$ cat config.mk
export PLATFORM = sky130hd
export DESIGN_NAME = status_frame_hex_parser
export DESIGN_NICKNAME = d
export VERILOG_FILES = /design/src/rtl/sfhp_pkg.sv /design/src/rtl/sfhp_frame_parser.sv /design/src/rtl/status_frame_hex_parser.sv
export SDC_FILE = /design/constraint.sdc
export NUM_CORES = 1
export LEC_CHECK = 0
export ABC_AREA = 1
export ABC_CLOCK_PERIOD_IN_PS = 8100
export BUFFER_PORTS_ARGS = -buffer_cell sky130_fd_sc_hd__buf_2
export CORE_MARGIN = 2
export CORE_UTILIZATION = 30
export CTS_CLUSTER_DIAMETER = 50
export DETAILED_ROUTE_END_ITERATION = 6
export PLACE_DENSITY = 0.45
export SLEW_MARGIN = 20
export SYNTH_ARGS = -nofsm -noshare
export SYNTH_HDL_FRONTEND = slang
export SYNTH_SLANG_ARGS = --single-unit
$ cat constraint.sdc
create_clock -name i_clk -period 8.1 [get_ports i_clk]
set_clock_uncertainty 0.05 [all_clocks]
set_input_delay 1.215 -clock i_clk [delete_from_list [all_inputs] [get_ports i_clk]]
set_output_delay 1.215 -clock i_clk [all_outputs]
set_load 0.01 [all_outputs]
$ cat src/rtl/sfhp_pkg.sv
// Package for the status frame hex parser.
// Holds the character constants, the hex decode function and the result type.
// No dependencies.
package sfhp_pkg;

    localparam logic [7:0] C_FRAME_OPEN  = 8'h7B;   // '{'
    localparam logic [7:0] C_FRAME_CLOSE = 8'h7D;   // '}'
    localparam logic [7:0] C_PREFIX_CHAR = 8'h34;   // '4'

    localparam int unsigned C_POS_W = 4;
    localparam logic [C_POS_W-1:0] C_PAYLOAD_MIN = 4'd12;
    localparam logic [C_POS_W-1:0] C_PREFIX_END  = 4'd2;
    localparam logic [C_POS_W-1:0] C_FLAGS_POS   = 4'd6;
    localparam logic [C_POS_W-1:0] C_BATT_POS    = 4'd8;

    typedef struct packed {
        logic       ok;
        logic [3:0] nib;
    } t_hex;

    typedef struct packed {
        logic        valid;
        logic [7:0]  status_flags;
        logic [15:0] battery_raw;
    } t_frame_result;

    // Non-hex characters decode to zero with ok low.
    function automatic t_hex hex_decode(input logic [7:0] ch);
        t_hex       res;
        logic [7:0] diff;
        res  = '{ok: 1'b0, nib: 4'h0};
        diff = 8'h00;
        if (ch >= 8'h30 && ch <= 8'h39) begin
            diff = ch - 8'h30;
            res  = '{ok: 1'b1, nib: diff[3:0]};
        end else if (ch >= 8'h61 && ch <= 8'h66) begin
            diff = ch - 8'h57;
            res  = '{ok: 1'b1, nib: diff[3:0]};
        end else if (ch >= 8'h41 && ch <= 8'h46) begin
            diff = ch - 8'h37;
            res  = '{ok: 1'b1, nib: diff[3:0]};
        end
        return res;
    endfunction

endpackage

$ cat src/rtl/sfhp_frame_parser.sv
// Frame parser state: tracks one open frame, checks prefix and hex digits,
// captures the status and battery nibbles. Depends on sfhp_pkg.
module sfhp_frame_parser import sfhp_pkg::*; (
    input  logic          i_clk,
    input  logic          i_rst_n,
    input  logic          i_step,
    input  logic [7:0]    i_byte,
    output t_frame_result o_result
);

    logic               r_in_frame,  n_in_frame;
    logic [C_POS_W-1:0] r_count,     n_count;
    logic               r_prefix_ok, n_prefix_ok;
    logic               r_digits_ok, n_digits_ok;
    logic [7:0]         r_flags,     n_flags;
    logic [15:0]        r_batt,      n_batt;
    t_hex               hex;

    assign hex = hex_decode(i_byte);

    always_comb begin
        n_in_frame  = r_in_frame;
        n_count     = r_count;
        n_prefix_ok = r_prefix_ok;
        n_digits_ok = r_digits_ok;
        n_flags     = r_flags;
        n_batt      = r_batt;
        o_result    = '{valid: 1'b0, status_flags: r_flags, battery_raw: r_batt};
        if (i_step) begin
            priority if (i_byte == C_FRAME_OPEN) begin
                n_in_frame  = 1'b1;
                n_count     = '0;
                n_prefix_ok = 1'b1;
                n_digits_ok = 1'b1;
                n_flags     = '0;
                n_batt      = '0;
            end else if (!r_in_frame) begin
                n_in_frame = 1'b0;
            end else if (i_byte == C_FRAME_CLOSE) begin
                n_in_frame     = 1'b0;
                o_result.valid = r_prefix_ok && r_digits_ok && (r_count >= C_PAYLOAD_MIN);
            end else begin
                // past position 11 the count stays saturated
                if (r_count < C_PAYLOAD_MIN) begin
                    n_count = r_count + 1'b1;
                    if (r_count < C_PREFIX_END) begin
                        if (i_byte != C_PREFIX_CHAR) n_prefix_ok = 1'b0;
                    end else if (r_count >= C_FLAGS_POS) begin
                        if (!hex.ok) n_digits_ok = 1'b0;
                        if (r_count < C_BATT_POS) n_flags = {r_flags[3:0], hex.nib};
                        else                      n_batt  = {r_batt[11:0], hex.nib};
                    end
                end
            end
        end
    end

    always_ff @(posedge i_clk) begin
        if (!i_rst_n) begin
            r_in_frame  <= 1'b0;
            r_count     <= '0;
            r_prefix_ok <= 1'b0;
            r_digits_ok <= 1'b0;
            r_flags     <= '0;
            r_batt      <= '0;
        end else begin
            r_in_frame  <= n_in_frame;
            r_count     <= n_count;
            r_prefix_ok <= n_prefix_ok;
            r_digits_ok <= n_digits_ok;
            r_flags     <= n_flags;
            r_batt      <= n_batt;
        end
    end

endmodule

$ cat src/rtl/status_frame_hex_parser.sv
// Top level of the status frame hex parser: input register, frame parser,
// result register. Depends on sfhp_pkg and sfhp_frame_parser.
//
//  channel  | handshake          | payload
//  ---------+--------------------+----------------------------------
//  input    | i_valid / o_ready  | i_rx_byte[7:0]
//  result   | o_valid / i_ready  | o_status_flags[7:0], o_battery_raw[15:0]
//
// One item per cycle unless a pending result is stalled by i_ready low.
// The input register feeds the parser, whose result lands in the output register.
// Reset (i_rst_n low, synchronous) closes any frame and empties both registers.
// A stalled result holds the parser; o_ready stays high while the output is empty.
module status_frame_hex_parser import sfhp_pkg::*; (
    input  logic        i_clk,
    input  logic        i_rst_n,
    input  logic        i_valid,
    output logic        o_ready,
    input  logic [7:0]  i_rx_byte,
    output logic        o_valid,
    input  logic        i_ready,
    output logic [7:0]  o_status_flags,
    output logic [15:0] o_battery_raw
);

    logic          r_in_valid;
    logic [7:0]    r_in_byte;
    logic          r_out_valid;
    logic [7:0]    r_out_flags;
    logic [15:0]   r_out_batt;
    logic          advance;
    t_frame_result result;

    assign advance = r_in_valid && (!r_out_valid || i_ready);
    assign o_ready = !r_in_valid || advance;

    sfhp_frame_parser u_parser (
        .i_clk    (i_clk),
        .i_rst_n  (i_rst_n),
        .i_step   (advance),
        .i_byte   (r_in_byte),
        .o_result (result)
    );

    always_ff @(posedge i_clk) begin
        if (!i_rst_n) begin
            r_in_valid  <= 1'b0;
            r_out_valid <= 1'b0;
        end else begin
            if (o_ready) r_in_valid <= i_valid;
            if (advance)      r_out_valid <= result.valid;
            else if (i_ready) r_out_valid <= 1'b0;
        end
    end

    always_ff @(posedge i_clk) begin
        if (o_ready && i_valid) r_in_byte <= i_rx_byte;
        if (advance && result.valid) begin
            r_out_flags <= result.status_flags;
            r_out_batt  <= result.battery_raw;
        end
    end

    assign o_valid        = r_out_valid;
    assign o_status_flags = r_out_flags;
    assign o_battery_raw  = r_out_batt;

endmodule

**Yosys cells after proc, flatten, opt, wreduce, memory -nomap -nowiden**

Cells that the tools add are included.

- Order comparisons: 11
- Reductions and logical operators: 24
- Muxes and demuxes: 43
- $add $sub $neg: 4
- Equal/unequal tests: 7

Operators with widths:

| operator | count |
|---|---|
| 16-bit two-way mux | 7 |
| 8-bit two-way mux | 7 |
| 1-bit two-way mux | 22 |
| 7-bit AND reduction | 3 |
| 8-bit by 7-bit == test with 1-bit output, second input constant | 2 |
| 8-bit by 7-bit greater-or-equal comparator with 1-bit output, second input constant | 2 |
| 8-bit by 7-bit less-or-equal comparator with 1-bit output, second input constant | 2 |
| 4-bit two-way mux | 4 |
| 5-bit two-way mux | 3 |
| 2-bit nonzero test | 7 |
| 8-bit by 6-bit greater-or-equal comparator with 1-bit output, second input constant | 1 |
| 8-bit by 6-bit less-or-equal comparator with 1-bit output, second input constant | 1 |
| 1-bit logical AND | 8 |
| 4-bit less-than comparator, second input constant | 2 |
| 8-bit by 6-bit inequality test with 1-bit output, second input constant | 1 |
| 4-bit by 3-bit subtractor with 4-bit output, second input constant | 2 |
| 2-bit by 1-bit inequality test with 1-bit output, second input constant | 3 |
| 6-bit AND reduction | 1 |
| 4-bit by 1-bit adder with 4-bit output, second input constant | 1 |
| 4-bit by 3-bit greater-or-equal comparator with 1-bit output, second input constant | 1 |
| 4-bit greater-or-equal comparator, second input constant | 1 |
| 4-bit by 2-bit less-than comparator with 1-bit output, second input constant | 1 |
| 4-bit AND reduction | 1 |
| 4-bit by 1-bit subtractor with 4-bit output, second input constant | 1 |
| 3 further kinds | 5 |

- Output and inout port bits: 26
- Logic and storage cells: 100
- Input port bits: 12
- Register bits: 65

**Logic depth before layout (Yosys ltp)**

- Depth in word-level cells: 12
- Gate-level depth with buffers: 12
- Gate-level depth less buffers: 11

**Cells and area by module**

Synthesis repeated with hierarchy kept, for this count alone.

- Cells, all modules: 249
- Area total of the unflattened synthesis: 2,585.0 um^2

By module, submodules not included:

| module | area an instance (um^2) | instances | sequential area each (um^2) | cells an instance |
|---|---|---|---|---|
| sfhp_frame_parser | 1,516.5 | 1 | 620.6 | 200 |
| status_frame_hex_parser | 1,068.5 | 1 | 1,001.0 | 49 |

**Worst setup path after synthesis**

No wires, ideal clock.

- Kind: input to register
- From: input i_ready
- To: register r_out_batt[0] (netlist: o_battery_raw[0]), enable pin
- Path slack: 4.396 ns
- Data required time: 7.612 ns
- Library setup time: 0.438 ns
- Arrival: 3.217 ns
- Path buffers: 0
- Cell stages on the path: 4
- Cell sequence: inv_1 > nand2_1 > nand2_1 > nor3_1

- Longest elaborated chain between the ends: 4

Ends and longest elaborated chain:

| item | RTL line | RTL |
|---|---|---|
| from (decl) | status_frame_hex_parser.sv:20 | `input logic i_ready,` |
| 1-bit logical OR (*) | status_frame_hex_parser.sv:33 | `assign advance = r_in_valid && (!r_out_valid \|\| i_ready);` |
| 1-bit logical AND (*) | status_frame_hex_parser.sv:33 |  |
| 1-bit two-way mux | sfhp_frame_parser.sv:29 | `if (i_step) begin` |
| 1-bit logical AND (*) | status_frame_hex_parser.sv:57 | `if (advance && result.valid) begin` |
| to (signal assigned) | status_frame_hex_parser.sv:59 | `r_out_batt <= result.battery_raw;` |
| to (decl) | status_frame_hex_parser.sv:29 | `logic [15:0] r_out_batt;` |

Every way passes the cells marked *; elsewhere a longest branch is shown, timed or not.
A chain may end at the register's enable or synchronous reset.

**Worst setup path in the final report**

- From: input i_ready
- To: output o_ready

- Longest elaborated chain between the ends: 3

Ends and longest elaborated chain:

| item | RTL line | RTL |
|---|---|---|
| 1-bit logical OR | status_frame_hex_parser.sv:33 |  |
| 1-bit logical AND | status_frame_hex_parser.sv:33 |  |
| 1-bit logical OR | status_frame_hex_parser.sv:34 | `assign o_ready = !r_in_valid \|\| advance;` |
| to (decl) | status_frame_hex_parser.sv:17 | `output logic o_ready,` |

Every way passes these cells.

==> impl_metrics.json <==
{
  "critPathMaxStageDelay_ps": 140,
  "leakagePower_nw": 1.27,
  "grt_pass1_wl_microns": 8340,
  "seqCellArea_sq_um": 1620,
  "core_sq_um": 8680,
  "relSlewSlack_pct": 53.1,
  "switching_share_pct": 20.3,
  "met3_usage_pct": 4.18,
  "syn_area_sq_um": 2680,
  "drtIter0Drc": 81,
  "post-cts-setup-buffer-count": 0,
  "ys_seq_area_share_pct": 60.6,
  "gr-usage-all-layers_pct": 11.0,
  "cp.arrival_ps": 1690,
  "hold_buffers": 0,
  "synthTopCellsByArea": "edfxtp_1 36%, dfxtp_1 25%, nand2_1 6.9%",
  "cts_tree": "done",
  "pwr-share-clk_pct": 47.3,
  "synth_top_area_share_pct": 35.9,
  "fmax_mhz": 338,
  "rsz0062_at_grt": "no",
  "use_met1_pct": 14.5,
  "pwr_density_cell_nw_per_um2": 219,
  "max_cap_violations": 0,
  "multi_input_area_sq_um": 897,
  "final_hold_viol_count": 0,
  "grt_busiest_layer": "met2",
  "yosysUniqueCellTypes": 33,
  "synth_cells": 272,
  "switchingPower_uw": 143,
  "power.internal_uw": 559,
  "grt_max_degree": 26,
  "numClockSinks": 65,
  "finalSetupViolations": 0,
  "clk_pin_slew_ps": 70,
  "area_growth_pct": 19.7,
  "mappedNetlistNets": 288,
  "min_period_ps": 2950,
  "cp-start-kind": "primary input",
  "die_w_microns": 98.4,
  "rows": 34,
  "num_io_pins": 38,
  "path_cells": "buf_2 > inv_1 > nand2_1 > inv_1 > nand2_1 > buf_2",
  "initial_utilization_pct": 30.8,
  "stdcell_count": 426,
  "synth_edf_count": 32,
  "routed_wl_microns": 4900,
  "drtPass1Iterations": 4,
  "post-route-period-util_pct": 36.5,
  "wire_per_inst_microns": 11.5,
  "cts_max_path_buffers": 2,
  "final_antenna_net_count": 0,
  "diodes": 0,
  "synth-main-ff-cell": "dfxtp_1",
  "clk_latency_ps": 340,
  "crit_fanout": 3,
  "hpwlAfterDp_microns": 3360,
  "fin_tns_setup_ps": 0,
  "cts_made_buffers": 9,
  "min_path_type": "register to register",
  "antenna_found_initial": 0,
  "grt_overflow": 0,
  "endpoint_kind": "output pin",
  "fillers": 921,
  "viasPerCell": 4.33,
  "required_ps": 6840,
  "yosys-top-cells-count": "49 x nand2_1, 36 x nor2_1, 33 x dfxtp_1, 32 x edfxtp_1, 27 x inv_1",
  "critPathKind": "primary input to output pin",
  "yosysMostFrequentCell": "nand2_1",
  "die_y_microns": 98.4,
  "yosys_warnings": 0,
  "clock-root-buffer": "clkbuf_8",
  "drv_slew": 0,
  "slowest_stage": "buf_2",
  "pre_cts_ws_ps": 5140,
  "place.gp.congestion": 0.801,
  "num_vias": 1843,
  "async_reset_ff_share_pct": 0,
  "globalRouteMet2Util_pct": 16.6,
  "remaining_drc_errors": 0,
  "yosys.area.top_type": "edfxtp_1",
  "status": "finished, final reports clean",
  "grt_pass1_vias": 1742,
  "cts_resized": 0,
  "seqPwrFrac_pct": 49.8,
  "ir_drop_mv": 0.141,
  "timing.final.ws_setup_ps": 5150,
  "max_slew.worst_pin.slew_ps": 702,
  "htree_levels": 3,
  "power_frac_comb_pct": 2.8,
  "drive_gt1_share_pct": 22.6,
  "dieArea_sq_um": 9690,
  "synth_area_per_cell_sq_um": 9.83,
  "finalNetCount": 329,
  "postSynthRegisterBits": 65,
  "port_buffers": 37,
  "dp.cells": 410,
  "final_core_util_pct": 36.9
}
## per-stage QoR
stage	hold slack, ps	total power, mW	area, sq um
after floorplan	358	0.370	2680
after CTS	379	0.713	3200
after detailed placement	366	0.377	2960
after global routing	396	0.731	3200
final	379	0.702	3200
after global placement	370	0.377	2960
## power groups by stage
stage                     Combinational [mW]  Sequential [mW]  Clock [mW]
after floorplan                       0.0142            0.356           0
after global placement                0.0203            0.357           0
after detailed placement              0.0206            0.357           0
after CTS                             0.0206            0.349       0.343
after global routing                  0.0231            0.350       0.358
final                                 0.0199            0.350       0.332
## worst paths after layout
kind | startpoint | to | slack (ps) | cells after the start
worst max-delay path | i_ready | o_ready | 5150 | 6
worst min-delay path | u_parser.r_batt[12] | o_battery_raw[12] | 380 | 0
worst max register to register | r_in_byte[0] | u_parser.r_batt[2] | 5960 | 9
worst min register to register | u_parser.r_batt[12] | o_battery_raw[12] | 380 | 0
## area by class of cell
cell class	instances	area share, %
clock buffers	10	3.98
clock inverters	6	3.59
inverters	30	3.55
multi-input cells	169	28.0
flip-flops and latches	65	50.6
well taps	108	4.22
repair buffers	38	6.02
## state kept, by name, summed over array words and instances (netlist names)
register / flops
u_parser.r_count: 4
u_parser.r_in_frame: 1
o_battery_raw: 16
u_parser.r_batt: 16
r_in_valid: 1
u_parser.r_digits_ok: 1
o_status_flags: 8
u_parser.r_flags: 8
r_in_byte: 8
o_valid: 1
u_parser.r_prefix_ok: 1
## placed cells by master (no fill, tap or decap), types with 6 or more instances in the layout
master | Yosys | routed
nor2_1 | 36 | 36
nand2_1 | 49 | 49
inv_1 | 27 | 27
a21oi_1 | 24 | 24
edfxtp_1 | 32 | 32
nand3_1 | 23 | 23
dfxtp_1 | 33 | 33
buf_2 | 2 | 37
clkbuf_8 | 0 | 9
o21ai_0 | 6 | 6
## critical path, delay by kind of cell
family        cells  cell delay, ps
buf+inv           4             340
simple gates      2             120
## metal layers
metal	share of wire [%]	up-vias
met4	1.6	0
met5	0	-
met3	5.6	7
met1	50	818
li1	-	974
met2	43	44
## cells by family after synthesis
group	synth area share, %
DFF	60.6
adders and majority gates	1.87
and+or+nand+nor	22.5
buffers and inverters	6.03
AOI/OAI and AO/OA	7.67
xor gates and xnor gates	1.31
Power figures use the tool's default switching activity.
